`config.mk`:
```
export PLATFORM = sky130hd
export DESIGN_NAME = tleb_arith
export DESIGN_NICKNAME = d
export VERILOG_FILES = /design/src/rtl/tleb_pkg.sv /design/src/rtl/tleb_arith.sv
export SDC_FILE = /design/constraint.sdc
export NUM_CORES = 2
export LEC_CHECK = 0
export ABC_AREA = 1
export BUFFER_PORTS_ARGS = -buffer_cell sky130_fd_sc_hd__buf_2
export CAP_MARGIN = 20
export CORE_MARGIN = 5
export CORE_UTILIZATION = 32
export CTS_CLUSTER_DIAMETER = 80
export CTS_CLUSTER_SIZE = 16
export DETAILED_ROUTE_END_ITERATION = 10
export PLACE_DENSITY = 0.46
export SLEW_MARGIN = 20
export SYNTH_ARGS = -nofsm -noshare
export SYNTH_HDL_FRONTEND = slang
export SYNTH_SLANG_ARGS = --single-unit
```
`constraint.sdc`:
```
create_clock -name clk_i -period 18 [get_ports clk_i]
set_input_delay 0.9 -clock clk_i [delete_from_list [all_inputs] [get_ports clk_i]]
set_output_delay 0.9 -clock clk_i [all_outputs]
set_load 0.02 [all_outputs]
```
`src/rtl/tleb_pkg.sv`:
```
// ---------------------------------------------------------------------------
// tleb_pkg
// Types and constants shared by the longest-edge bisection pipeline.
// ---------------------------------------------------------------------------
`default_nettype none

package tleb_pkg;

  localparam int unsigned FIELD_W      = 16;
  localparam int unsigned SUM_Z_W      = 18;
  localparam int unsigned ZABS_W       = 17;
  localparam int unsigned RECIP3_W     = 18;
  localparam int unsigned RECIP3_SHIFT = 19;
  // ceil(2^19 / 3): exact floor(s / 3) for s below 2^18
  localparam logic [RECIP3_W-1:0] RECIP3 = 18'd174763;

  typedef enum logic [1:0] {
    EDGE_AB = 2'd0,
    EDGE_BC = 2'd1,
    EDGE_CA = 2'd2
  } edge_e;

  typedef struct packed {
    logic        [FIELD_W-1:0] vertex_a_x;
    logic        [FIELD_W-1:0] vertex_a_y;
    logic signed [FIELD_W-1:0] vertex_a_z;
    logic        [FIELD_W-1:0] vertex_b_x;
    logic        [FIELD_W-1:0] vertex_b_y;
    logic signed [FIELD_W-1:0] vertex_b_z;
    logic        [FIELD_W-1:0] vertex_c_x;
    logic        [FIELD_W-1:0] vertex_c_y;
    logic signed [FIELD_W-1:0] vertex_c_z;
  } tleb_in_t;

  typedef struct packed {
    logic        [1:0]         longest_edge;
    logic        [FIELD_W-1:0] mid_x;
    logic        [FIELD_W-1:0] mid_y;
    logic        [FIELD_W-1:0] center_x;
    logic        [FIELD_W-1:0] center_y;
    logic signed [FIELD_W-1:0] height_mean;
  } tleb_out_t;

  // tie-break orderings: point p above point q by y, then x
  typedef struct packed {
    logic b_over_c;
    logic a_over_c;
    logic b_over_a;
  } tleb_tie_t;

endpackage

`default_nettype wire

```
`src/rtl/tleb_arith.sv`:
```
// ---------------------------------------------------------------------------
// tleb_arith
// Stages 2 and 3: squared edge lengths and divide-by-three by reciprocal.
// ---------------------------------------------------------------------------
`default_nettype none

module tleb_arith import tleb_pkg::*; #(
  parameter int unsigned CoordBits = 16
) (
  input  wire logic                              clk_i,
  input  wire logic                              rst_ni,
  input  wire logic                              in_valid_i,
  output logic                                   in_ready_o,
  input  wire logic        [2:0][CoordBits-1:0]  dx_i,
  input  wire logic        [2:0][CoordBits-1:0]  dy_i,
  input  wire logic        [2:0][CoordBits-1:0]  mid_x_i,
  input  wire logic        [2:0][CoordBits-1:0]  mid_y_i,
  input  wire logic             [CoordBits+1:0]  sum_x_i,
  input  wire logic             [CoordBits+1:0]  sum_y_i,
  input  wire logic signed      [SUM_Z_W-1:0]    sum_z_i,
  input  wire tleb_tie_t                         tie_i,
  output logic                                   out_valid_o,
  input  wire logic                              out_ready_i,
  output logic        [2:0][2*CoordBits:0]       len_o,
  output logic        [2:0][CoordBits-1:0]       mid_x_o,
  output logic        [2:0][CoordBits-1:0]       mid_y_o,
  output logic             [CoordBits-1:0]       center_x_o,
  output logic             [CoordBits-1:0]       center_y_o,
  output logic             [FIELD_W-1:0]         height_mean_o,
  output tleb_tie_t                              tie_o
);

  localparam int unsigned SqW   = 2 * CoordBits;
  localparam int unsigned ProdW = CoordBits + 2 + RECIP3_W;
  localparam int unsigned ZProdW = ZABS_W + RECIP3_W;

  // stage 2
  logic                      v2_q, r2, load2;
  logic [2:0][SqW-1:0]       sq_x_d, sq_y_d, sq_x_q, sq_y_q;
  logic [ProdW-1:0]          prod_x_d, prod_y_d, prod_x_q, prod_y_q;
  logic [SUM_Z_W-1:0]        zneg_full;
  logic [ZABS_W-1:0]         zabs_d, zabs_q;
  logic                      zneg_q;
  logic [2:0][CoordBits-1:0] mid_x2_q, mid_y2_q;
  tleb_tie_t                 tie2_q;

  // stage 3
  logic                      v3_q, r3, load3;
  logic [2:0][SqW:0]         len_d, len_q;
  logic [ZProdW-1:0]         zprod;
  logic [FIELD_W-1:0]        zquot, hm_d, hm_q;
  logic [CoordBits-1:0]      cx_q, cy_q;
  logic [2:0][CoordBits-1:0] mid_x3_q, mid_y3_q;
  tleb_tie_t                 tie3_q;

  always_comb begin
    for (int e = 0; e < 3; e++) begin
      sq_x_d[e] = SqW'(dx_i[e]) * SqW'(dx_i[e]);
      sq_y_d[e] = SqW'(dy_i[e]) * SqW'(dy_i[e]);
      len_d[e]  = (SqW+1)'(sq_x_q[e]) + (SqW+1)'(sq_y_q[e]);
    end
    prod_x_d  = ProdW'(sum_x_i) * ProdW'(RECIP3);
    prod_y_d  = ProdW'(sum_y_i) * ProdW'(RECIP3);
    zneg_full = -sum_z_i;
    zabs_d    = sum_z_i[SUM_Z_W-1] ? zneg_full[ZABS_W-1:0] : sum_z_i[ZABS_W-1:0];
    zprod     = ZProdW'(zabs_q) * ZProdW'(RECIP3);
    zquot     = zprod[RECIP3_SHIFT +: FIELD_W];
    hm_d      = zneg_q ? (~zquot + 1'b1) : zquot;
  end

  assign r3         = !v3_q || out_ready_i;
  assign r2         = !v2_q || r3;
  assign load2      = in_valid_i && r2;
  assign load3      = v2_q && r3;
  assign in_ready_o = r2;

  always_ff @(posedge clk_i or negedge rst_ni) begin
    if (!rst_ni) begin
      v2_q <= 1'b0;
      v3_q <= 1'b0;
    end else begin
      if (r2) begin
        v2_q <= in_valid_i;
      end
      if (r3) begin
        v3_q <= v2_q;
      end
    end
  end

  always_ff @(posedge clk_i) begin
    if (load2) begin
      sq_x_q   <= sq_x_d;
      sq_y_q   <= sq_y_d;
      prod_x_q <= prod_x_d;
      prod_y_q <= prod_y_d;
      zabs_q   <= zabs_d;
      zneg_q   <= sum_z_i[SUM_Z_W-1];
      mid_x2_q <= mid_x_i;
      mid_y2_q <= mid_y_i;
      tie2_q   <= tie_i;
    end
    if (load3) begin
      len_q    <= len_d;
      cx_q     <= prod_x_q[RECIP3_SHIFT +: CoordBits];
      cy_q     <= prod_y_q[RECIP3_SHIFT +: CoordBits];
      hm_q     <= hm_d;
      mid_x3_q <= mid_x2_q;
      mid_y3_q <= mid_y2_q;
      tie3_q   <= tie2_q;
    end
  end

  assign out_valid_o   = v3_q;
  assign len_o         = len_q;
  assign mid_x_o       = mid_x3_q;
  assign mid_y_o       = mid_y3_q;
  assign center_x_o    = cx_q;
  assign center_y_o    = cy_q;
  assign height_mean_o = hm_q;
  assign tie_o         = tie3_q;

endmodule

`default_nettype wire

```
==> metrics.txt <==
WL/cell=16.5 microns; number of synthesized flops with an enable pin=581; routability congestion estimate from global placement=0.891; full die area=0.274 sq mm; DR DRC count=0; P&R area growth vs syn=9.75%; synth unique cells=51; Max Fclk=158 MHz; Critical Path Stages=26; Syn Nets=11800; CTS tree=built; Hold Path Class=input port to flip-flop; Clock Path Buffers=3; die span in y=523 microns; sequential share of the synthesized area=0.208; Period minus WS final=6.33 ns; Post CTS Setup Buffer Count=0; Setup-failing EPs final=0; total grt overflow=0; Setup Skew=0.0504 ns; maximum fanout along the worst path=5; fin crit share=0.352; fin util=0.353; Rel. slew slack=0.364; initial antenna violation count=34; Setup TNS Final=0 ns; CP max stage delay=0.68 ns; Fillers=27000; status=complete, no violations; Required @ worst endpoint=18.41 ns; io pins=501; synth top area cells=fa_1 31%, edfxtp_1 21%, ha_1 16%, inv_1 12%, nand2_1 6.5%; count of pins over their slew limit=0; async set-reset flop share out of synthesis=0.00343; Clock Latency Late Sink=0.70 ns; TritonCTS buffer count=57; Critical Path End=height_mean_o[14]; CP arrival=6.74 ns; Yosys reg bits=583; Layout Cells excl Fill=13100; first-pass GRT wire length=347000 microns; CP top delay family=adder cells; r2r setup slk=11.67 ns; Mapped Cells=9130; die width=523 microns; core area=0.262 sq mm; detailed-route wire length=215000 microns; crit path kind=flip-flop to flip-flop; ys flop type=edfxtp_1; Clock Pin Slew Worst Setup and Hold Paths=0.07 ns; Worst Tran Pin Value=0.954 ns; Worst R2R Path Depth=26; Via density=4.45; DR pass1 iterations=7; crit path max-delay cell type=fa_1; Vias=58200; worst path buffer plus inverter count=5; RSZ-0062 raised after global routing=no; fraction of layout cells with a size suffix above 1=0.0722; Synth Area per Inst=9.23 sq um; cell taking the most area after synthesis=fa_1; YS warnings=0; clock sink total=583; clock root cell=clkbuf_16; reg2reg start=zabs_q[4]; Final ANT Viol Nets=0; Placed Cells=13000; Iter 0 DRT Violations=2861; # port buffers=500; critical path launch point=zabs_q[4]; depth of the CTS H-tree=2; Rows=188; Cell Area, Synth=0.0843 sq mm; # Max-Cap Violations=0; Initial Util=0.321; kind of start point of the critical path=flip-flop; pin count of the biggest net entering global routing=109; gr usage total=0.159; vias in the first global route=63400; Final Hold Fails=0; DP Wirelength=183000 microns; CP endpoint kind=flip-flop; final net count=12200; R2R Path End=height_mean_o[14]; area share of the largest cell type after synthesis=0.306
registers in the layout, summed over array words and instances, names as in the netlist, 16 cells and up:
register / cells
len_o: 99
sq_x_q: 93
sq_y_q: 93
mid_x2_q: 48
mid_x_o: 48
mid_y2_q: 48
mid_y_o: 48
zabs_q: 17
center_x_o: 16
center_y_o: 16
height_mean_o: 16
prod_x_q: 16
prod_y_q: 16
placed cells by master, fill, tap and decap left out, types with 6 or more instances in the layout:
cell type	count
o21bai_1	28
nor2_1	353
inv_2	9
nor3_1	54
nand4_1	41
edfxtp_1	581
a21oi_1	386
xnor2_1	141
o2111ai_1	9
o21ai_0	164
o31ai_1	8
a31oi_1	36
xor2_1	223
a221oi_1	8
o221a_2	10
nand3_1	138
inv_6	6
nor4_1	16
o211ai_1	16
or2_2	13
inv_1	2705
nand2_2	25
o21a_1	36
clkbuf_16	57
a21o_1	31
diode_2	9
a21boi_0	8
ha_1	1108
a21oi_2	8
buf_4	7
fa_1	1287
nand2_1	1448
o21ai_1	7
buf_2	500
nor2_2	7
clkinvlp_4	6
clkinv_8	7
cells in the mapped netlist (54+ instances only):
master	instances
a21oi_1	387
clkbuf_1	179
edfxtp_1	581
fa_1	1287
ha_1	1108
inv_1	2706
nand2_1	1448
nand3_1	138
nor2_1	353
nor3_1	54
o21ai_0	164
xnor2_1	141
xor2_1	223
worst min-delay path by stage:
stage	slack [ns]	to	start	cells past startpoint
3_3_place_gp	0.40	mid_y_o[32]	mid_y2_q[32]	0
3_5_place_dp	0.40	center_x_o[9]	prod_x_q[28]	0
6_report	0.37	mid_y2_q[16]	mid_y_i[16]	1
5_1_grt	0.28	mid_y2_q[16]	mid_y_i[16]	1
4_1_cts	0.27	mid_x2_q[40]	mid_x_i[40]	1
2_1_floorplan	0.40	center_x_o[0]	prod_x_q[19]	0
stage by stage:
| step | setup WS (ns) | hold slack, ns | area, sq um |
|---|---|---|---|
| finish | 11.67 | 0.370 | 92500 |
| global route | 11.34 | 0.284 | 92400 |
| CTS | 11.68 | 0.267 | 92400 |
| detailed placement | 11.28 | 0.405 | 90600 |
| global placement | 11.20 | 0.400 | 90600 |
| floorplan | 4.35 | 0.400 | 84300 |
cell type report:
class	count	area (sq um)	share of cell area
antenna	9	22.5	0.000244
clock buffer	61	1440	0.0156
clock inverter	35	432	0.00467
inverter	2715	10200	0.110
multi-input combinational	5652	55900	0.604
sequential	583	17500	0.189
tap	3515	4400	0.0476
timing repair buffer	509	2580	0.0280
metal layers:
layer	up-vias	share of wire	track usage
met5	-	0.000060	0
met4	2	0.019	0.0302
met3	198	0.044	0.0192
met2	1063	0.46	0.265
met1	28500	0.47	0.225
li1	28400	-	-
logic make-up (layout without fill, tap and decap cells):
kind of cell	Yosys count	count (layout)	synth area share
XOR/XNOR	366	366	0.0382
adder cells (fa/ha/maj)	2395	2395	0.470
other	0	9	0
AND/OR/NAND/NOR	2110	2110	0.101
flip-flops	583	583	0.208
AO/OA/AOI/OAI	781	781	0.0537
buffers and inverters	2895	3320	0.129
what timing repair did:
action                    CTS  global route
hold buffers                1             0
hold endpoints to repair    2             0
resized for setup           0             0
Power is not shown: default switching activity piles up to over one toggle a cycle in this logic, so the estimate is an artifact.
