==> src/rtl/tleb_pkg.sv <==
// ---------------------------------------------------------------------------
// tleb_pkg
// Types and constants shared by the longest-edge bisection pipeline.
// ---------------------------------------------------------------------------
`default_nettype none

package tleb_pkg;

  localparam int unsigned FIELD_W      = 16;
  localparam int unsigned SUM_Z_W      = 18;
  localparam int unsigned ZABS_W       = 17;
  localparam int unsigned RECIP3_W     = 18;
  localparam int unsigned RECIP3_SHIFT = 19;
  // ceil(2^19 / 3): exact floor(s / 3) for s below 2^18
  localparam logic [RECIP3_W-1:0] RECIP3 = 18'd174763;

  typedef enum logic [1:0] {
    EDGE_AB = 2'd0,
    EDGE_BC = 2'd1,
    EDGE_CA = 2'd2
  } edge_e;

  typedef struct packed {
    logic        [FIELD_W-1:0] vertex_a_x;
    logic        [FIELD_W-1:0] vertex_a_y;
    logic signed [FIELD_W-1:0] vertex_a_z;
    logic        [FIELD_W-1:0] vertex_b_x;
    logic        [FIELD_W-1:0] vertex_b_y;
    logic signed [FIELD_W-1:0] vertex_b_z;
    logic        [FIELD_W-1:0] vertex_c_x;
    logic        [FIELD_W-1:0] vertex_c_y;
    logic signed [FIELD_W-1:0] vertex_c_z;
  } tleb_in_t;

  typedef struct packed {
    logic        [1:0]         longest_edge;
    logic        [FIELD_W-1:0] mid_x;
    logic        [FIELD_W-1:0] mid_y;
    logic        [FIELD_W-1:0] center_x;
    logic        [FIELD_W-1:0] center_y;
    logic signed [FIELD_W-1:0] height_mean;
  } tleb_out_t;

  // tie-break orderings: point p above point q by y, then x
  typedef struct packed {
    logic b_over_c;
    logic a_over_c;
    logic b_over_a;
  } tleb_tie_t;

endpackage

`default_nettype wire

==> src/rtl/tleb_geom.sv <==
// ---------------------------------------------------------------------------
// tleb_geom
// Stage 1: edge deltas, edge midpoints, coordinate sums and tie orderings.
// ---------------------------------------------------------------------------
`default_nettype none

module tleb_geom import tleb_pkg::*; #(
  parameter int unsigned CoordBits = 16
) (
  input  wire logic                              clk_i,
  input  wire logic                              rst_ni,
  input  wire logic                              in_valid_i,
  output logic                                   in_ready_o,
  input  wire tleb_in_t                          in_data_i,
  output logic                                   out_valid_o,
  input  wire logic                              out_ready_i,
  output logic        [2:0][CoordBits-1:0]       dx_o,
  output logic        [2:0][CoordBits-1:0]       dy_o,
  output logic        [2:0][CoordBits-1:0]       mid_x_o,
  output logic        [2:0][CoordBits-1:0]       mid_y_o,
  output logic             [CoordBits+1:0]       sum_x_o,
  output logic             [CoordBits+1:0]       sum_y_o,
  output logic signed      [SUM_Z_W-1:0]         sum_z_o,
  output tleb_tie_t                              tie_o
);

  logic [CoordBits-1:0] ax, ay, bx, by, cx, cy;
  logic load;

  logic                      valid_q;
  logic [2:0][CoordBits-1:0] dx_d, dy_d, mid_x_d, mid_y_d;
  logic [2:0][CoordBits-1:0] dx_q, dy_q, mid_x_q, mid_y_q;
  logic [CoordBits+1:0]      sum_x_d, sum_y_d, sum_x_q, sum_y_q;
  logic signed [SUM_Z_W-1:0] sum_z_d, sum_z_q;
  tleb_tie_t                 tie_d, tie_q;

  function automatic logic [CoordBits-1:0] absdiff(input logic [CoordBits-1:0] p,
                                                   input logic [CoordBits-1:0] q);
    absdiff = (p > q) ? (p - q) : (q - p);
  endfunction

  function automatic logic [CoordBits-1:0] half_sum(input logic [CoordBits-1:0] p,
                                                    input logic [CoordBits-1:0] q);
    logic [CoordBits:0] s;
    s = {1'b0, p} + {1'b0, q};
    half_sum = s[CoordBits:1];
  endfunction

  function automatic logic above(input logic [CoordBits-1:0] px,
                                 input logic [CoordBits-1:0] py,
                                 input logic [CoordBits-1:0] qx,
                                 input logic [CoordBits-1:0] qy);
    above = (py != qy) ? (py > qy) : (px > qx);
  endfunction

  always_comb begin
    ax = in_data_i.vertex_a_x[CoordBits-1:0];
    ay = in_data_i.vertex_a_y[CoordBits-1:0];
    bx = in_data_i.vertex_b_x[CoordBits-1:0];
    by = in_data_i.vertex_b_y[CoordBits-1:0];
    cx = in_data_i.vertex_c_x[CoordBits-1:0];
    cy = in_data_i.vertex_c_y[CoordBits-1:0];

    dx_d[EDGE_AB] = absdiff(ax, bx);
    dy_d[EDGE_AB] = absdiff(ay, by);
    dx_d[EDGE_BC] = absdiff(bx, cx);
    dy_d[EDGE_BC] = absdiff(by, cy);
    dx_d[EDGE_CA] = absdiff(cx, ax);
    dy_d[EDGE_CA] = absdiff(cy, ay);

    mid_x_d[EDGE_AB] = half_sum(ax, bx);
    mid_y_d[EDGE_AB] = half_sum(ay, by);
    mid_x_d[EDGE_BC] = half_sum(bx, cx);
    mid_y_d[EDGE_BC] = half_sum(by, cy);
    mid_x_d[EDGE_CA] = half_sum(ax, cx);
    mid_y_d[EDGE_CA] = half_sum(ay, cy);

    sum_x_d = (CoordBits+2)'(ax) + (CoordBits+2)'(bx) + (CoordBits+2)'(cx);
    sum_y_d = (CoordBits+2)'(ay) + (CoordBits+2)'(by) + (CoordBits+2)'(cy);
    sum_z_d = SUM_Z_W'(in_data_i.vertex_a_z) + SUM_Z_W'(in_data_i.vertex_b_z)
            + SUM_Z_W'(in_data_i.vertex_c_z);

    tie_d.b_over_c = above(bx, by, cx, cy);
    tie_d.a_over_c = above(ax, ay, cx, cy);
    tie_d.b_over_a = above(bx, by, ax, ay);
  end

  assign in_ready_o = !valid_q || out_ready_i;
  assign load       = in_valid_i && in_ready_o;

  always_ff @(posedge clk_i or negedge rst_ni) begin
    if (!rst_ni) begin
      valid_q <= 1'b0;
    end else if (in_ready_o) begin
      valid_q <= in_valid_i;
    end
  end

  always_ff @(posedge clk_i) begin
    if (load) begin
      dx_q    <= dx_d;
      dy_q    <= dy_d;
      mid_x_q <= mid_x_d;
      mid_y_q <= mid_y_d;
      sum_x_q <= sum_x_d;
      sum_y_q <= sum_y_d;
      sum_z_q <= sum_z_d;
      tie_q   <= tie_d;
    end
  end

  assign out_valid_o = valid_q;
  assign dx_o        = dx_q;
  assign dy_o        = dy_q;
  assign mid_x_o     = mid_x_q;
  assign mid_y_o     = mid_y_q;
  assign sum_x_o     = sum_x_q;
  assign sum_y_o     = sum_y_q;
  assign sum_z_o     = sum_z_q;
  assign tie_o       = tie_q;

endmodule

`default_nettype wire

==> config.mk <==
export PLATFORM = sky130hd
export DESIGN_NAME = tleb_geom
export DESIGN_NICKNAME = d
export VERILOG_FILES = /design/src/rtl/tleb_pkg.sv /design/src/rtl/tleb_geom.sv
export SDC_FILE = /design/constraint.sdc
export NUM_CORES = 1
export LEC_CHECK = 0
export BUFFER_PORTS_ARGS = -buffer_cell sky130_fd_sc_hd__buf_4
export CAP_MARGIN = 5
export CORE_ASPECT_RATIO = 1.1
export CORE_MARGIN = 1
export CORE_UTILIZATION = 45
export CTS_CLUSTER_DIAMETER = 30
export CTS_CLUSTER_SIZE = 30
export DETAILED_ROUTE_END_ITERATION = 6
export HOLD_SLACK_MARGIN = 0.06
export PLACE_DENSITY_LB_ADDON = 0.15
export SYNTH_ARGS = -nofsm -noshare
export SYNTH_HDL_FRONTEND = slang
export SYNTH_SLANG_ARGS = --single-unit
==> constraint.sdc <==
create_clock -name clk_i -period 7.5 [get_ports clk_i]
set_input_delay 1.5 -clock clk_i [delete_from_list [all_inputs] [get_ports clk_i]]
set_output_delay 1.5 -clock clk_i [all_outputs]
set_load 0.02 [all_outputs]
==> results of run 1 <==
power breakdown:
group	total [mW]	leakage [nW]	internal [mW]	switching, mW
registers	1.92	2.38	1.85	0.0736
logic	2.38	9.66	0.951	1.43
clock network	2.43	0.909	1.61	0.820
cell families after synthesis:
group | synth area share [%]
adder cells (fa/ha/maj) | 23.34
AND/OR/NAND/NOR | 10.19
buffers and inverters | 5.324
flip-flops | 31.64
AO/OA/AOI/OAI | 19.51
multiplexers | 2.417
XOR/XNOR | 7.572
synth_stat cells, types with 8 or more instances:
| cell type | n |
|---|---|
| o31ai_1 | 25 |
| a311oi_1 | 11 |
| inv_1 | 226 |
| nor2_1 | 171 |
| a21o_1 | 72 |
| o41ai_1 | 10 |
| o21ai_0 | 107 |
| o31a_1 | 9 |
| a31oi_1 | 32 |
| a211oi_1 | 18 |
| nand2b_1 | 31 |
| edfxtp_1 | 249 |
| ha_1 | 332 |
| xor2_1 | 56 |
| nor3_1 | 50 |
| a221oi_1 | 12 |
| o211ai_1 | 12 |
| o21bai_1 | 60 |
| nor2b_1 | 29 |
| or3_1 | 10 |
| xnor2_1 | 149 |
| nand2_1 | 82 |
| nor3b_1 | 8 |
| nand4_1 | 20 |
| or2_2 | 14 |
| buf_2 | 25 |
| nand3_1 | 24 |
| and2_1 | 12 |
| o21a_1 | 28 |
| mux2i_1 | 55 |
| and3_1 | 13 |
| a21oi_1 | 236 |
| fa_1 | 69 |
| clkbuf_1 | 47 |
final cells by class:
cell class,count,area [sq um]
Multi-Input combinational cell,1866,14960
Fill cell,4564,22490
Inverter,229,859.6
Timing Repair Buffer,406,3060
Tap cell,667,834.6
Clock inverter,37,269.0
Sequential cell,250,7502
Clock buffer,76,1625
metal layers:
layer / up-vias / track usage, % / wire [um]
li1: 9490 / - / -
met1: 9760 / 32.32 / 30080
met2: 747 / 51.71 / 39880
met3: 195 / 3.777 / 3934
met4: 0 / 14.07 / 3763
met5: - / 0 / 0
critical path, delay by kind of cell:
family	cells	cell delay (ns)
compound gates	1	0.81
xor+xnor	1	0.10
mux	1	0.33
simple gates	4	1.64
buf+inv	3	0.40
fa+ha+maj	1	0.56
final timing paths:
check,to,slack [ns],cells after the start
max,dx_o[14]$_DFFE_PP_,2.48,11
min,out_valid_o$_DFFE_PN0N_,0.54,2
max reg2reg,mid_y_o[1]$_DFFE_PP_,5.07,3
min reg2reg,out_valid_o$_DFFE_PN0N_,0.54,2
max in group asynchronous,out_valid_o$_DFFE_PN0N_,6.77,1
min in group asynchronous,out_valid_o$_DFFE_PN0N_,0.65,1
flip-flops by register name, indices dropped and copies added, names as in the netlist:
| name | flops |
|---|---|
| sum_y_o | 18 |
| tie_o | 3 |
| dy_o | 48 |
| sum_z_o | 18 |
| mid_y_o | 48 |
| dx_o | 48 |
| mid_x_o | 48 |
| out_valid_o | 1 |
| sum_x_o | 18 |
==> impl_metrics.yaml, run 1 <==
sta:
  setup_tns_ns: 0
  final.period_utilization_pct: 66.97
  relSlewSlack_pct: 18.27
  setup_slack_ns: 2.477
  fmax_mhz: 199.1
  final-setup-viol-count: 0
  finClkSkew_ns: 0.03544
  worstMarginPinSlew_ns: 1.226
  drv_slew: 0
  fin_hold_ws_ns: 0.5414
  fin_crit_ns: 5.023
  rsz0062_at_grt: "false"
  finalHoldViolations: 0
final_layout:
  nets: 3363
  diodes: 0
  stdcell_count: 3531
  stdcell_area_sq_um: 29110
  layout_common_cells: "buf_4 (405), ha_1 (332), edfxtp_1 (249)"
  final_common_cell: "buf_4"
  layout-drive-gt1-share_pct: 18.58
  synthToLayoutAreaGrowth_pct: 22.76
  final_core_util_pct: 56.42
setup_path:
  cp-startpoint: "in_data_i[88]"
  worst_path_most_repeated_cell: "inv_1"
  reg2reg_from: "out_valid_o$_DFFE_PN0N_"
  path_class: "in -> reg"
  cp_cell_sequence: "buf_4 -> inv_1 -> ha_1 -> inv_1 -> nor2_1 -> nand4_1 -> nor4_1 -> or2_2 -> o31a_1 -> mux2i_1 -> xnor2_1"
  cp_slowest_stage_delay_ns: 0.81
  crit_slowest_cell: "nor4_1"
  crit_fanout: 15
  arrival_ns: 5.34
  worst_setup_path_end_kind: "flip-flop"
  cp.required_ns: 7.82
  crit_path_start_kind: "input pin"
clock_tree:
  clkLatencyLatePin_ns: 0.61
  ctsLongestPathBuffers: 3
  cts.repair.resized: 0
  numCtsBuffers: 61
  postCtsSetupBuffers: 0
  clkSinkCount: 250
  root_buffer: "clkbuf_16"
  cts_tree: "built"
  holdBufCountCts: 0
  cts_max_level: 2
  clkTransAtPathRegs_ns: 0.04
synthesis:
  syn_area_sq_um: 23710
  synth.area.top_cells: "edfxtp_1 (32%), ha_1 (18%), fa_1 (5.8%)"
  synth-async-reset-ratio_pct: 0.4000
  synth_top_area_share_pct: 31.53
  ys_ff_latch: 250
  ys.flop_type: "edfxtp_1"
  syn_nets: 2980
  synth-seq-area-share_pct: 31.64
  syn_inst: 2431
  synth_largest_area_cell: "edfxtp_1"
  avgSynthCellArea_sq_um: 9.754
  synth_edf_count: 249
  synth-warning-count: 0
  yosysUniqueCellTypes: 83
detailed_routing:
  firstDrtPassIters: 7
  wl_um: 77650
  drcViolationCount: 19
  wl_per_cell_um: 21.99
  ant_nets: 0
  num_vias: 20192
  drt_first_iter_violations: 1359
  vias_per_cell: 5.718
grt:
  grt.overflow.total: 0
  grt_pass1_vias: 20694
  grt_first_pass_wirelength_um: 117100
  grt_max_degree: 127
  gr-usage-all-layers_pct: 28.30
  antenna_found_initial: 0
worst_hold_path:
  hp-class: "reg -> reg"
  hp-start: "out_valid_o$_DFFE_PN0N_"
placed_design:
  io_buffers: 398
  dp_hpwl_um: 62220
  pre_cts_slack_ns: 1.903
  place_inst: 3418
  place_congestion: 0.9654
  place_area_sq_um: 27220
power:
  vdd_drop_max_mv: 0.1862
  power.density_nw_per_um2: 231.0
  leakagePower_nw: 12.95
  finalPower_mw: 6.725
die:
  die-area_sq_um: 53620
  start_util_pct: 45.96
  rows: 87
  die_h_um: 242.8
  dieWidth_um: 220.9
  pin_count: 399
  core-area_sq_um: 51600
status:
  outcome: "finished, violations left"
  violations: "design-rule violations"
run:
  drv_cap: 0
No activity file was read; power rests on OpenSTA's default activity.
==> run 2, diff against run 1 <==
- ABC_AREA: not set -> 1
- clock period: 7.5 -> 4.6 ns (I/O delays scaled with it)
==> impl_metrics.yaml, run 2 <==
synthesis:
  yosysUniqueCellTypes: 38
  synthTopCellsByCount: "nand2_1 (1468), inv_1 (689), ha_1 (332), nand3_1 (305), edfxtp_1 (249)"
  synth-compound-area-share_pct: 6.707
  synth-async-reset-ratio_pct: 0.4000
  ys_ff_latch: 250
  yosys.area_share.simple_pct: 31.00
  synth-seq-area-share_pct: 26.25
  ys.flop_type: "edfxtp_1"
  synth_top_area_share_pct: 26.16
  syn_nets: 4653
  synthMuxAreaShare_pct: 0
  synth_top_family_by_area: "simple AND/OR/NAND/NOR gates"
  avgSynthCellArea_sq_um: 6.964
  synth_edf_count: 249
  synthAdderAreaFrac_pct: 19.37
  syn_area_sq_um: 28580
  synth-xor-area-share_pct: 4.995
  synth.most_common_cell: "nand2_1"
  synth_largest_area_cell: "edfxtp_1"
  syn_inst: 4104
  synth-warning-count: 0
  synth.area.top_cells: "edfxtp_1 (26%), nand2_1 (19%), ha_1 (15%)"
detailed_routing:
  firstDrtPassIters: 6
  wl_um: 103000
  wl_per_cell_um: 19.22
  drt_first_iter_violations: 2000
  drcViolationCount: 0
  num_vias: 27247
  ant_nets: 0
  vias_per_cell: 5.081
worst_hold_path:
  hp-class: "in -> async"
setup_path:
  arrival_ns: 3.39
  crit_path_start_kind: "input pin"
  cp.required_ns: 4.92
  crit_slowest_cell: "ha_1"
  reg2reg_from: "out_valid_o$_DFFE_PN0N_"
  critPathBufInv: 4
  path_class: "in -> reg"
  cp_cell_sequence: "buf_4 -> inv_1 -> ha_1 -> nand2_1 -> nor2_1 -> nand2_1 -> clkinv_1 -> nand3_1 -> nand2_2 -> inv_2 -> nand2_1 -> nand2_1"
  cp-startpoint: "in_data_i[45]"
  r2r_slack_ns: 2.68
  crit_fanout: 24
  path_delay_family: "simple AND/OR/NAND/NOR gates"
  cp_slowest_stage_delay_ns: 0.58
  worst_setup_path_end_kind: "flip-flop"
  worst_path_most_repeated_cell: "nand2_1"
clock_tree:
  cts.repair.resized: 0
  ctsLongestPathBuffers: 3
  holdBufCountCts: 0
  root_buffer: "clkbuf_16"
  cts_max_level: 2
  clkTransAtPathRegs_ns: 0.05
  numCtsBuffers: 59
  cts_tree: "built"
  clkSinkCount: 250
  postCtsSetupBuffers: 0
  clkLatencyLatePin_ns: 0.61
final_layout:
  layout_common_cells: "nand2_1 (1468), inv_1 (687), buf_4 (405)"
  stdcell_count: 5362
  fill_cells: 6330
  nets: 5030
  final_core_util_pct: 54.31
  layout-drive-gt1-share_pct: 13.63
  synthToLayoutAreaGrowth_pct: 18.93
  stdcell_area_sq_um: 33990
  final_common_cell: "nand2_1"
placed_design:
  dp_hpwl_um: 87280
  place_inst: 5253
  place_area_sq_um: 32100
  io_buffers: 398
  place_congestion: 1.034
die:
  dieWidth_um: 242.3
  pin_count: 399
  rows: 96
  die-area_sq_um: 64520
  core-area_sq_um: 62580
  die_h_um: 266.3
  start_util_pct: 45.67
power:
  power.density_nw_per_um2: 338.7
  vdd_drop_max_mv: 0.3411
  leakagePower_nw: 18.24
  finalPower_mw: 11.51
grt:
  grt.overflow.total: 0
  grt_use_met3_pct: 4.100
  busiest_layer: "met2"
  grt_use_met2_pct: 54.79
  antenna_found_initial: 4
  grt_pass1_vias: 26585
  grt_first_pass_wirelength_um: 152800
  gr-usage-all-layers_pct: 31.14
  grt_max_degree: 89
  grt_use_met1_pct: 36.20
sta:
  fmax_mhz: 326.1
  worstMarginPinSlew_ns: 0.6977
  final-setup-viol-count: 0
  setup_tns_ns: 0
  fin_crit_ns: 3.066
  drv_slew: 0
  rsz0062_at_grt: "false"
  finalHoldViolations: 0
  final.period_utilization_pct: 66.66
  finClkSkew_ns: 0.02374
  relSlewSlack_pct: 53.39
run:
  drv_cap: 0
status:
  outcome: "finished clean"
==> run 2: cell count changes in the layout (fill, tap and decap cells not counted), moves of 32 or more <==
cell      before   now
xnor2_1      149    10
a21o_1        72     8
xor2_1        56   153
mux2i_1       55     0
inv_2          0    32
o21ai_1        2    38
nand2_1       82  1468
nand3_1       24   305
inv_1        226   687
o21bai_1      60    18
o21ai_0      107    51
==> run 2: logic make-up after synthesis <==
kind of cell / after synthesis
AO/OA/AOI/OAI: 356
XOR/XNOR: 163
adder cells (fa/ha/maj): 401
buffers and inverters: 813
flip-flops: 250
AND/OR/NAND/NOR: 2121
==> run 2: area by class of cell <==
cell class	count	area, sq um	area share (%)
multi-input combinational	3041	17750	52.22
sequential	250	7502	22.07
timing repair buffer	407	3080	9.063
inverter	722	2723	8.011
clock buffer	64	1516	4.462
tap	833	1042	3.067
clock inverter	43	369.1	1.086
antenna	2	5.005	0.01473
==> run 2: worst paths after layout <==
path | end | depth (start not counted)
min in group clk_i | out_valid_o$_DFFE_PN0N_ | 3
hold / removal | out_valid_o$_DFFE_PN0N_ | 1
max in group asynchronous | out_valid_o$_DFFE_PN0N_ | 1
hold reg to reg | out_valid_o$_DFFE_PN0N_ | 2
setup reg to reg | dx_o[25]$_DFFE_PP_ | 2
setup / recovery | dx_o[44]$_DFFE_PP_ | 12
==> run 2: worst reg2reg max path, cell delays in order, from the launching register on <==
cell     delay, ns
dfrtp_1       0.41
a21oi_4       0.58
buf_12        0.47
==> run 2: metal layers <==
layer,vias up,wire [um]
met4,4,6506
li1,13628,-
met2,934,50190
met5,-,31
met3,228,6171
met1,12453,40150
==> run 2: stage by stage <==
stage	hold slack, ns	setup WS, ns
floorplan	0.6244	-0.8550
global placement	0.5547	0.9550
detailed placement	0.5725	0.9761
CTS	0.06760	1.614
global route	0.07368	1.364
finish	0.09649	1.534
==> run 2: where the power goes <==
group | total (mW) | internal [mW] | leakage (nW) | switching, mW
clock | 3.92 | 2.54 | 0.906 | 1.38
sequential | 3.09 | 2.98 | 2.40 | 0.115
combinational | 4.50 | 1.52 | 14.9 | 2.98
total | 11.5 | 7.03 | 18.2 | 4.48
