### src/rtl/tleb_pkg.sv
// ---------------------------------------------------------------------------
// tleb_pkg
// Types and constants shared by the longest-edge bisection pipeline.
// ---------------------------------------------------------------------------
`default_nettype none

package tleb_pkg;

  localparam int unsigned FIELD_W      = 16;
  localparam int unsigned SUM_Z_W      = 18;
  localparam int unsigned ZABS_W       = 17;
  localparam int unsigned RECIP3_W     = 18;
  localparam int unsigned RECIP3_SHIFT = 19;
  // ceil(2^19 / 3): exact floor(s / 3) for s below 2^18
  localparam logic [RECIP3_W-1:0] RECIP3 = 18'd174763;

  typedef enum logic [1:0] {
    EDGE_AB = 2'd0,
    EDGE_BC = 2'd1,
    EDGE_CA = 2'd2
  } edge_e;

  typedef struct packed {
    logic        [FIELD_W-1:0] vertex_a_x;
    logic        [FIELD_W-1:0] vertex_a_y;
    logic signed [FIELD_W-1:0] vertex_a_z;
    logic        [FIELD_W-1:0] vertex_b_x;
    logic        [FIELD_W-1:0] vertex_b_y;
    logic signed [FIELD_W-1:0] vertex_b_z;
    logic        [FIELD_W-1:0] vertex_c_x;
    logic        [FIELD_W-1:0] vertex_c_y;
    logic signed [FIELD_W-1:0] vertex_c_z;
  } tleb_in_t;

  typedef struct packed {
    logic        [1:0]         longest_edge;
    logic        [FIELD_W-1:0] mid_x;
    logic        [FIELD_W-1:0] mid_y;
    logic        [FIELD_W-1:0] center_x;
    logic        [FIELD_W-1:0] center_y;
    logic signed [FIELD_W-1:0] height_mean;
  } tleb_out_t;

  // tie-break orderings: point p above point q by y, then x
  typedef struct packed {
    logic b_over_c;
    logic a_over_c;
    logic b_over_a;
  } tleb_tie_t;

endpackage

`default_nettype wire

### src/rtl/tleb_pick.sv
// ---------------------------------------------------------------------------
// tleb_pick
// Stage 4: longest-edge decision with tie-break, midpoint select, output reg.
// ---------------------------------------------------------------------------
`default_nettype none

module tleb_pick import tleb_pkg::*; #(
  parameter int unsigned CoordBits = 16
) (
  input  wire logic                              clk_i,
  input  wire logic                              rst_ni,
  input  wire logic                              in_valid_i,
  output logic                                   in_ready_o,
  input  wire logic        [2:0][2*CoordBits:0]  len_i,
  input  wire logic        [2:0][CoordBits-1:0]  mid_x_i,
  input  wire logic        [2:0][CoordBits-1:0]  mid_y_i,
  input  wire logic             [CoordBits-1:0]  center_x_i,
  input  wire logic             [CoordBits-1:0]  center_y_i,
  input  wire logic             [FIELD_W-1:0]    height_mean_i,
  input  wire tleb_tie_t                         tie_i,
  output logic                                   out_valid_o,
  input  wire logic                              out_ready_i,
  output tleb_out_t                              out_data_o
);

  logic [2*CoordBits:0] ab, bc, ca;
  edge_e                sel;
  logic                 valid_q, load;
  tleb_out_t            data_d, data_q;

  always_comb begin
    ab = len_i[EDGE_AB];
    bc = len_i[EDGE_BC];
    ca = len_i[EDGE_CA];
    priority if (ab > bc) begin
      priority if (ab > ca)       sel = EDGE_AB;
      else if (ab == ca)          sel = tie_i.b_over_c ? EDGE_CA : EDGE_AB;
      else                        sel = EDGE_CA;
    end else if (ab == bc) begin
      priority if (ab >= ca)      sel = tie_i.a_over_c ? EDGE_BC : EDGE_AB;
      else                        sel = EDGE_CA;
    end else begin
      priority if (bc > ca)       sel = EDGE_BC;
      else if (bc == ca)          sel = tie_i.b_over_a ? EDGE_CA : EDGE_BC;
      else                        sel = EDGE_CA;
    end

    data_d.longest_edge = sel;
    data_d.mid_x        = FIELD_W'(mid_x_i[sel]);
    data_d.mid_y        = FIELD_W'(mid_y_i[sel]);
    data_d.center_x     = FIELD_W'(center_x_i);
    data_d.center_y     = FIELD_W'(center_y_i);
    data_d.height_mean  = height_mean_i;
  end

  assign in_ready_o = !valid_q || out_ready_i;
  assign load       = in_valid_i && in_ready_o;

  always_ff @(posedge clk_i or negedge rst_ni) begin
    if (!rst_ni) begin
      valid_q <= 1'b0;
    end else if (in_ready_o) begin
      valid_q <= in_valid_i;
    end
  end

  always_ff @(posedge clk_i) begin
    if (load) begin
      data_q <= data_d;
    end
  end

  assign out_valid_o = valid_q;
  assign out_data_o  = data_q;

endmodule

`default_nettype wire

### config.mk
export PLATFORM = sky130hd
export DESIGN_NAME = tleb_pick
export DESIGN_NICKNAME = d
export VERILOG_FILES = /design/src/rtl/tleb_pkg.sv /design/src/rtl/tleb_pick.sv
export SDC_FILE = /design/constraint.sdc
export NUM_CORES = 1
export LEC_CHECK = 0
export ABC_AREA = 1
export BUFFER_PORTS_ARGS = -buffer_cell sky130_fd_sc_hd__buf_4
export CAP_MARGIN = 5
export CORE_AREA = 2 2 130 132
export CTS_BUF_LIST = sky130_fd_sc_hd__clkbuf_4
export CTS_CLUSTER_DIAMETER = 100
export DETAILED_ROUTE_END_ITERATION = 7
export DIE_AREA = 0 0 132 134
export GPL_ROUTABILITY_DRIVEN = 0
export PLACE_DENSITY = 0.71
export SKIP_LAST_GASP = 1
export SLEW_MARGIN = 30
export SYNTH_ARGS = -nofsm -noshare
export SYNTH_HDL_FRONTEND = slang
export SYNTH_SLANG_ARGS = --single-unit
### constraint.sdc
create_clock -name clk_i -period 6.4 [get_ports clk_i]
set_clock_uncertainty 0.15 [all_clocks]
set_input_delay 0.64 -clock clk_i [delete_from_list [all_inputs] [get_ports clk_i]]
set_output_delay 0.64 -clock clk_i [all_outputs]
set_load 0.005 [all_outputs]
==> summary.txt, run 1 <==
PD cells -> 166 nW/um2
Antenna-violating nets left -> 0
Design Area, Final -> 9150 um2
Layout cell share with drive strength beyond 1 -> 32.9%
Hold depth -> 1
Starting Density -> 38.8%
Status -> finished clean
Area leader, netlist -> edfxtp_1
Setup TNS -> 0 ns
Final setup vio count -> 0
CTS buffer count -> 9
Kind of critical path -> in2reg
Max-slew violations -> 0
Syn_area_per_cell -> 8.14 um2
Reg2reg path depth -> 2
Die footprint -> 17700 um2
R2R Path Start -> out_valid_o
First-pass GRT wire length -> 32900 um
Synthesized cell area -> 6320 um2
Total gr overflow -> 0
Clock Latency Late Sink -> 0.45 ns
WP data arrival -> 4.25 ns
Cells after synthesis -> 776
Drt wl/cell -> 16.4 um
Count leader, synth -> nand2_1
Register area share after synthesis -> 39.4%
Pin count of the biggest net entering global routing -> 83
Dpl hpwl -> 18100 um
Fin nets -> 1451
Max_slew headroom -> 46.8%
Worst hold path endpoint -> out_data_o[26]
Drt via density -> 4.88
RSZ-0062 raised after global routing -> no
Post-Route WL -> 21800 um
Reg2reg setup slack -> 4.64 ns
Worst path top cell family by delay -> simple AND/OR/NAND/NOR gates
DR iter-0 viols -> 466
Top-area cell type share of the netlist area -> 39.0%
PortBufs -> 333
Part of the cycle the worst path needs -> 65.1%
Worst-Margin Slew -> 0.799 ns
# fillers -> 1529
DR pass1 iterations -> 5
Crit path top cell by count -> nand2_1
Yosys cell types -> 31
Max cap viols -> 0
Clock Root Buffer -> clkbuf_4
Total number of vias -> 6483
Worst hold start -> center_y_i[10]
Clk sink count -> 83
Layout area overhead -> 44.9%
Commonest cells in the netlist -> 266 x nand2_1, 100 x inv_1, 99 x ha_1, 82 x edfxtp_1, 53 x nand3_1
All-Layer GR Usage -> 24.0%
Top FF cell, synth -> edfxtp_1
Die height -> 134 um
Slowest Stage Delay on Critical Path -> 0.76 ns
Core area -> 16300 um2
Leak Pwr -> 4.90 nW
CTS resizes -> 0
HP Class -> in2reg
Cell Rows -> 47
Initial antenna violation count -> 1
Crit Reg-Reg Endpoint -> out_data_o[61]
Synth warn -> 0
Async SR Flop Fraction -> 1.20%
Clock slew at reported path FFs -> 0.17 ns
Critical path's slowest cell -> nand3_2
Worst Path Buf+Inv -> 2
Synthesized flop and latch total -> 83
CTS tree -> built
Vias in the first global route -> 6259
CP endpoint kind -> flip-flop
Worst-path cell chain -> buf_4 -> ha_1 -> nand2_1 -> nor2_1 -> nand3_1 -> nor2_1 -> nand2_1 -> nand2_1 -> nor2_1 -> nand3_1 -> nand2_1 -> nand2_2 -> nand3_2 -> buf_4 -> nand2_1 -> nand2_1 -> nand2_1 -> nand2_1
Syn nets -> 1125
Post-synth EDFFs -> 82
Crit start category -> primary input
CP Data Required Time -> 6.48 ns
Final number of hold-violating endpoints -> 0
I/O Pins -> 334
Post-route minimum period -> 4.17 ns
H-tree Lvls -> 3
Synth area leaders -> edfxtp_1 39%, ha_1 20%, nand2_1 16%
F_max -> 240 MHz
Die X -> 132 um
Area of placed instances -> 9000 um2
Peak supply drop -> 0.0000852 V
DRC errors left -> 0
Clk buf depth -> 2
Crit Path Max Fanout -> 36
==> cells in the final DEF (no fill, tap or decap) <==
cell type      count
buf_4            335
nand2_1          266
inv_1            100
ha_1              99
edfxtp_1          82
nand3_1           53
nor2_1            42
nand4_1           40
a21oi_1           36
clkbuf_4           9
a21o_1             5
o21ai_0            5
nor3_1             4
nand2_2            3
nor4_1             2
inv_2              2
nor3b_1            2
nand3_2            2
inv_8              2
clkinvlp_4         2
diode_2            1
clkinv_1           1
nor4_2             1
nor2_2             1
o21ai_1            1
nor2_4             1
nor3b_2            1
o21a_1             1
nand3b_1           1
and3_1             1
a21oi_4            1
inv_6              1
clkinv_4           1
clkinv_8           1
dlygate4sd3_1      1
dfrtp_1            1
buf_6              1
==> timing repair <==
item,4_1_cts,5_1_grt
buffers inserted,0,0
hold buffers,1,0
hold endpoints to repair,1,0
==> stage by stage <==
stage          instances  setup slack [ns]  total power, mW  utilization, %  hold WS [ns]
6_report            1328              2.23             1.52            56.2         0.177
5_1_grt             1328              2.04             1.62            56.2         0.144
4_1_cts             1327              2.33             1.53            56.2         0.143
3_5_place_dp        1310              1.82             1.22            55.3         0.265
3_3_place_gp        1310              1.88             1.21            55.2         0.266
2_1_floorplan        776              1.05            0.956               -         0.194
==> worst max-delay path by stage <==
stage | from | to | cells past startpoint
2_1_floorplan | in_valid_i | out_data_o[0] | 2
3_3_place_gp | len_i[8] | out_data_o[57] | 18
3_5_place_dp | len_i[8] | out_data_o[60] | 18
4_1_cts | len_i[8] | out_data_o[60] | 18
5_1_grt | len_i[74] | out_data_o[63] | 19
6_report | len_i[8] | out_data_o[60] | 18
==> state kept, by name, summed over array words and instances, names as in the netlist <==
signal	flops
out_data_o	82
out_valid_o	1
==> routing by layer <==
layer  vias to the layer above  wire [um]  global-route usage, %
met5                         -          0                      0
met4                         0        693                   9.06
met3                        47       1870                   6.76
met2                       327      11100                   43.1
met1                      2858       8120                   27.2
li1                       3251          -                      -
==> where the power goes <==
part	internal, mW	switching (mW)	total (mW)
combinational	0.252	0.285	0.537
sequential	0.659	0.0131	0.672
clock	0.0902	0.221	0.311
total	1.00	0.519	1.52
==> kinds of logic after synthesis <==
logic type	Yosys count	share of synthesized area, %
compound gates	49	4.12
fa+ha+maj	99	19.6
buf+inv	125	8.16
flops	83	39.4
simple gates	420	28.7
==> cell type report <==
cell class | instances | area [um2] | area share, %
multi-input cells | 568 | 3320 | 36.3
repair buffers | 337 | 2540 | 27.7
flip-flops and latches | 83 | 2490 | 27.2
inverters | 103 | 387 | 4.22
well taps | 220 | 275 | 3.01
clock inverters | 7 | 71.3 | 0.779
clock buffers | 9 | 67.6 | 0.738
diodes | 1 | 2.50 | 0.0273
(Power assumes the default switching activity.)
==> inputs of run 2 (changes only) <==
--- a/config.mk
+++ b/config.mk
@@ -8,13 +8,13 @@
 export ABC_AREA = 1
 export BUFFER_PORTS_ARGS = -buffer_cell sky130_fd_sc_hd__buf_4
 export CAP_MARGIN = 5
-export CORE_AREA = 2 2 130 132
+export CORE_AREA = 2 2 128 130
 export CTS_BUF_LIST = sky130_fd_sc_hd__clkbuf_4
 export CTS_CLUSTER_DIAMETER = 100
 export DETAILED_ROUTE_END_ITERATION = 7
-export DIE_AREA = 0 0 132 134
+export DIE_AREA = 0 0 130 132
 export GPL_ROUTABILITY_DRIVEN = 0
-export PLACE_DENSITY = 0.71
+export PLACE_DENSITY = 0.75
 export SKIP_LAST_GASP = 1
 export SLEW_MARGIN = 30
 export SYNTH_ARGS = -nofsm -noshare
==> constraint.sdc (replaced) <==
create_clock -name clk_i -period 3.7 [get_ports clk_i]
set_clock_uncertainty 0.15 [all_clocks]
set_input_delay 0.37 -clock clk_i [delete_from_list [all_inputs] [get_ports clk_i]]
set_output_delay 0.37 -clock clk_i [all_outputs]
set_load 0.005 [all_outputs]
==> run 2 against run 1 <==
  * Die area down 3.0%
  * Register-to-register slack worse by 3.0 ns
  * Sequential power up 74%
  * Hold slack worse by 0.14 ns
  * Flip-flop and latch count unchanged
  * Via count up 5.6%
  * Critical path depth down 5
  * Final cell count up 3.7%
  * Worst setup slack worse by 0.94 ns
  * Clock power up 130%
  * Global-route usage up 2.7 points
  * Critical endpoint is now out_data_o[76]
==> summary.txt, run 2 (synthesized netlist as in run 1, its figures left out) <==
Design Area, Final -> 9750 um2
Crit path top cell by count -> nand2_1
Drt via density -> 4.97
Post-CTS Setup Bufs -> 0
Total number of vias -> 6843
Total gr overflow -> 0
Antenna-violating nets left -> 0
R2R Path Start -> out_valid_o
Part of the cycle the worst path needs -> 65.0%
Crit Reg-Reg Endpoint -> out_data_o[52]
Peak supply drop -> 0.000204 V
CP Data Required Time -> 3.87 ns
I/O Pins -> 334
Cell Rows -> 46
Post-route minimum period -> 2.41 ns
Clk buf depth -> 2
Max_slew headroom -> 44.4%
Initial antenna violation count -> 0
Fin nets -> 1505
Reg area -> 2490 um2
Layout cell share with drive strength beyond 1 -> 31.8%
Status -> finished clean
WP data arrival -> 2.58 ns
Area of the multi-input gates -> 3320 um2
Final setup vio count -> 0
CP endpoint kind -> flip-flop
First-pass GRT wire length -> 35300 um
RSZ-0062 raised after global routing -> no
Die height -> 132 um
Final number of hold-violating endpoints -> 0
DR iter-0 viols -> 528
Max reg flops -> 82
Clock slew at reported path FFs -> 0.16 ns
Critical path's slowest cell -> inv_2
Crit Path Max Fanout -> 32
Layout area overhead -> 54.4%
Reg2reg path depth -> 2
Crit start category -> primary input
Setup TNS -> 0 ns
PortBufs -> 333
Post-Route WL -> 23500 um
All-Layer GR Usage -> 26.7%
Clk sink count -> 83
Drt wl/cell -> 17.0 um
DRC errors left -> 0
Worst-Margin Slew -> 0.833 ns
Slowest Stage Delay on Critical Path -> 0.46 ns
Hold depth -> 4
H-tree Lvls -> 3
Kind of critical path -> in2reg
F_max -> 416 MHz
Clock Root Buffer -> clkbuf_4
PD cells -> 297 nW/um2
Clock Latency Late Sink -> 0.46 ns
Area of placed instances -> 9050 um2
Worst Path Buf+Inv -> 3
Die footprint -> 17200 um2
Die X -> 130 um
DR pass1 iterations -> 6
Commonest cells after routing, fill and taps aside -> 339 x buf_4, 266 x nand2_1, 100 x inv_1, 99 x ha_1, 82 x edfxtp_1
Vias in the first global route -> 6781
Worst path top cell family by delay -> simple AND/OR/NAND/NOR gates
CTS buffer count -> 9
HP Class -> in2reg
Most common cell after layout, fill and taps aside -> buf_4
Pwr Total -> 2.89 mW
# diodes -> 0
Core area -> 15700 um2
# fillers -> 1345
Max-slew violations -> 0
Dpl hpwl -> 18000 um
Worst-path cell chain -> buf_4 -> inv_1 -> ha_1 -> nand2_1 -> nor2_1 -> nor3b_1 -> nand4_1 -> nand3_1 -> nand3b_1 -> nand3_2 -> inv_2 -> nand2_1 -> nand2_1
Worst hold start -> out_ready_i
Starting Density -> 40.2%
Pin count of the biggest net entering global routing -> 64
Max cap viols -> 0
Leak Pwr -> 5.17 nW
Worst hold path endpoint -> out_valid_o
Reg2reg setup slack -> 1.66 ns
CTS tree -> built
run 2: worst max path at each step:
stage                     cells past startpoint  slack [ns]   startpoint              to
final                                        13        1.29    len_i[40]  out_data_o[76]
after global placement                       15        0.90    len_i[98]  out_data_o[53]
after detailed placement                     17        0.88    len_i[78]  out_data_o[51]
after CTS                                    17        1.36    len_i[78]  out_data_o[51]
after floorplan                               2        0.30  out_ready_i   out_data_o[0]
after global routing                         17        1.09    len_i[74]  out_data_o[76]
run 2: where the power goes:
part	internal [mW]	switching, mW
Clock	0.356	0.368
Combinational	0.481	0.522
Sequential	1.14	0.0265
run 2: final cells by class:
class | count | share of cell area, %
multi-input cells | 568 | 34.1
repair buffers | 391 | 31.6
flip-flops and latches | 83 | 25.5
inverters | 103 | 3.96
well taps | 216 | 2.77
clock inverters | 7 | 1.33
clock buffers | 9 | 0.693
run 2: worst reg2reg max path, delay by kind of cell, from the launching register on:
kind	cells	cell delay (ns)
AOI/OAI and AO/OA	1	0.69
DFF	1	0.46
buffers and inverters	1	0.42
run 2: metal layers:
metal	GRT usage (%)	up-vias	share of wire (%)	wire length, um
met2	49.2	338	51	12000
met1	29.2	3086	36	8510
met3	5.36	55	8.2	1930
met5	0	-	0	0
li1	-	3364	-	-
met4	11.4	0	4.4	1020
run 2: through the flow:
stage	cells	hold slack, ns	utilization (%)	setup WS (ns)
6_report	1377	0.0403	62.1	1.29
5_1_grt	1377	0.0329	62.1	1.09
4_1_cts	1377	0.0148	62.1	1.36
3_5_place_dp	1311	0.000527	57.6	0.876
3_3_place_gp	1311	-0.00488	57.6	0.898
2_1_floorplan	776	-0.0756	-	0.302
run 2: what timing repair did:
action / 4_1_cts / 5_1_grt
hold buffers: 50 / 0
endpoints found under the setup margin: 0 / 0
endpoints found under the hold margin: 50 / 0
resized for setup: 0 / 0
==> inputs of run 3 (changes only) <==
--- a/config.mk
+++ b/config.mk
@@ -5,16 +5,16 @@
 export SDC_FILE = /design/constraint.sdc
 export NUM_CORES = 1
 export LEC_CHECK = 0
-export ABC_AREA = 1
+export ABC_AREA = 0
 export BUFFER_PORTS_ARGS = -buffer_cell sky130_fd_sc_hd__buf_4
 export CAP_MARGIN = 5
-export CORE_AREA = 2 2 128 130
+export CORE_AREA = 2 2 130 132
 export CTS_BUF_LIST = sky130_fd_sc_hd__clkbuf_4
 export CTS_CLUSTER_DIAMETER = 100
 export DETAILED_ROUTE_END_ITERATION = 7
-export DIE_AREA = 0 0 130 132
+export DIE_AREA = 0 0 132 134
 export GPL_ROUTABILITY_DRIVEN = 0
-export PLACE_DENSITY = 0.75
+export PLACE_DENSITY = 0.71
 export SKIP_LAST_GASP = 1
 export SLEW_MARGIN = 30
 export SYNTH_ARGS = -nofsm -noshare
==> constraint.sdc (replaced) <==
create_clock -name clk_i -period 2 [get_ports clk_i]
set_clock_uncertainty 0.15 [all_clocks]
set_input_delay 0.2 -clock clk_i [delete_from_list [all_inputs] [get_ports clk_i]]
set_output_delay 0.2 -clock clk_i [all_outputs]
set_load 0.005 [all_outputs]
==> run 3 against run 2 <==
  * The flow now finishes with violations (negative setup slack)
  * Final cell count decreased by 1.5%
  * Non-clock buffer count is 184 higher
  * Clock-buffer cell count is the same
  * Flip-flop and latch count did not move
  * First-iteration DRC count rose by 7.8%
  * Critical path depth unchanged
  * Via count up 1.6%
  * Global-route usage is 2.4 points higher
  * Clock power rose by 66%
  * Register-to-register slack worse by 1.3 ns
==> summary.txt, run 3 <==
PortBufs -> 333
Total number of vias -> 6950
Layout area overhead -> 92.6%
Leak Pwr -> 5.47 nW
I/O Pins -> 334
DRC errors left -> 0
Post-Place Setup Slack -> -1.21 ns
Clock Latency Late Sink -> 0.46 ns
Syn_area_per_cell -> 10.6 um2
Design Area, Final -> 11500 um2
All-Layer GR Usage -> 29.1%
Async SR Flop Fraction -> 1.20%
Max-slew violations -> 0
CTS tree -> built
Die X -> 132 um
Setup TNS -> -21.55 ns
Starting Density -> 36.6%
Pint -> 4.01 mW
Core area -> 16300 um2
Min Hold Slack -> 0.0623 ns
Max reg flops -> 82
CTS buffer count -> 9
Status -> finished with violations
Die height -> 134 um
Worst-path cell chain -> buf_6 -> ha_4 -> a211oi_2 -> nor2_1 -> a2111o_1 -> a2111o_1 -> a2111oi_4 -> buf_4 -> o22ai_4 -> buf_8 -> buf_12 -> o211ai_1 -> o211ai_2
Post-Route WL -> 26900 um
Vias in the first global route -> 7170
Area of placed instances -> 9490 um2
Crit path top cell by count -> a2111o_1
Failing checks -> negative setup slack
RSZ-0062 raised after global routing -> yes
Commonest cells after routing, fill and taps aside -> 403 x buf_4, 147 x dlygate4sd3_1, 92 x ha_1, 85 x nand2_1, 82 x edfxtp_1
Synthesized cell area -> 5960 um2
Count leader, synth -> ha_1
Setup WS post-layout -> -0.716 ns
Antenna-violating nets left -> 0
Share of total power in combinational logic -> 42.7%
Dpl hpwl -> 17800 um
Total gr overflow -> 0
Initial antenna violation count -> 1
HP Class -> in2reg
Syn nets -> 912
Final number of hold-violating endpoints -> 0
Post-synth EDFFs -> 82
Post-route core utilization -> 70.5%
Kind of critical path -> in2reg
DR pass1 iterations -> 5
Register area share after synthesis -> 41.7%
Cell Rows -> 47
Max_slew headroom -> 65.6%
Layout cell share with drive strength beyond 1 -> 44.6%
Drt via density -> 5.12
F_max -> 368 MHz
Clk sink count -> 83
Crit start category -> primary input
Switch Pwr -> 1.83 mW
H-tree Lvls -> 3
Clock Root Buffer -> clkbuf_4
Clock slew at reported path FFs -> 0.13 ns
Commonest cells in the netlist -> 99 x ha_1, 85 x nand2_1, 82 x edfxtp_1, 72 x inv_1, 36 x o211ai_1
Peak supply drop -> 0.000359 V
CP Data Required Time -> 2.05 ns
DR iter-0 viols -> 569
Top FF cell, synth -> edfxtp_1
Cells after synthesis -> 563
Max cap viols -> 0
Synthesized flop and latch total -> 83
Worst-Margin Slew -> 0.513 ns
Yosys cell types -> 44
Crit Path Max Fanout -> 6
Sw frac -> 31.4%
Die footprint -> 17700 um2
Drt wl/cell -> 19.8 um
Fin nets -> 1479
Synth area leaders -> edfxtp_1 41%, ha_1 21%, o211ai_2 6.1%
Slowest Stage Delay on Critical Path -> 0.41 ns
Part of the cycle the worst path needs -> 136%
CP endpoint kind -> flip-flop
First-pass GRT wire length -> 39700 um
Clk buf depth -> 2
Synth warn -> 0
Seq pwr share -> 36.8%
Final setup vio count -> 34
Pin count of the biggest net entering global routing -> 34
PD cells -> 509 nW/um2
Most common cell after layout, fill and taps aside -> buf_4
Area leader, netlist -> edfxtp_1
Post-route minimum period -> 2.72 ns
Top-area cell type share of the netlist area -> 41.3%
Critical path's slowest cell -> a2111o_1
WP data arrival -> 2.76 ns
Clock Power Share -> 20.5%
==> run 3: changes by cell type after synthesis, moves of 8 or more <==
cell,change
nand4_1,-21
buf_2,-10
nand3_1,-47
o211ai_1,+36
inv_1,-28
nand2_1,-181
o211ai_2,+29
clkbuf_1,+8
nor2_1,-30
==> run 3: final timing paths <==
kind / from / end / slack, ns / depth (start not counted)
worst max-delay path: len_i[6] / out_data_o[61] / -0.72 / 13
worst min-delay path: mid_x_i[0] / out_data_o[64] / 0.06 / 3
worst max register to register: out_valid_o / out_data_o[51] / 0.35 / 3
worst min register to register: out_valid_o / out_data_o[35] / 0.82 / 2
max in group asynchronous: rst_ni / out_valid_o / 1.09 / 3
min in group asynchronous: rst_ni / out_valid_o / 0.48 / 3
==> run 3: critical path: cells and delay by family <==
| kind | cells | cell delay (ns) |
|---|---|---|
| fa+ha+maj | 1 | 0.24 |
| simple gates | 1 | 0.08 |
| compound gates | 7 | 1.65 |
| buf+inv | 4 | 0.58 |
==> run 3: cells by family after synthesis <==
kind of cell | after synthesis | synth area share, %
adders and majority gates | 99 | 20.8
DFF | 83 | 41.7
and+or+nand+nor | 146 | 11.4
buffers and inverters | 92 | 6.36
AOI/OAI and AO/OA | 143 | 19.7
==> run 3: layout make-up <==
class,instances,area [um2]
Multi-Input combinational cell,388,3270
Clock inverter,7,98.8
Fill cell,1127,4810
Inverter,73,299
Clock buffer,9,67.6
Timing Repair Buffer,575,4970
Sequential cell,83,2490
Tap cell,220,275
Antenna cell,2,5.00
==> run 3: power by group through the flow <==
stage,logic [mW],registers [mW],clock network (mW)
6_report,2.49,2.15,1.20
5_1_grt,2.67,2.16,1.26
4_1_cts,2.35,2.14,1.16
3_5_place_dp,1.97,2.18,0
3_3_place_gp,1.93,2.18,0
2_1_floorplan,0.868,2.19,0
==> run 3: per-layer routing <==
layer / share of wire [%] / vias up / track usage [%]
met3: 8.5 / 90 / 7.26
met4: 5.5 / 0 / 15.0
met5: 0 / - / 0.278
li1: - / 3251 / -
met1: 36 / 3194 / 32.5
met2: 50 / 415 / 51.4
==> run 3: stage by stage <==
step | instances | power [mW]
6_report | 1357 | 5.84
5_1_grt | 1356 | 6.09
4_1_cts | 1349 | 5.65
3_5_place_dp | 1181 | 4.15
3_3_place_gp | 1181 | 4.11
2_1_floorplan | 563 | 3.06
==> run 3: repair_timing <==
action / 4_1_cts / 5_1_grt
setup buffers: 3 / 2
gates resized for setup: 24 / 16
gates cloned: 3 / 4
pin swaps: 15 / 38
endpoints found under the hold margin: 82 / 1
hold buffers: 146 / 1
endpoints found under the setup margin: 34 / 34
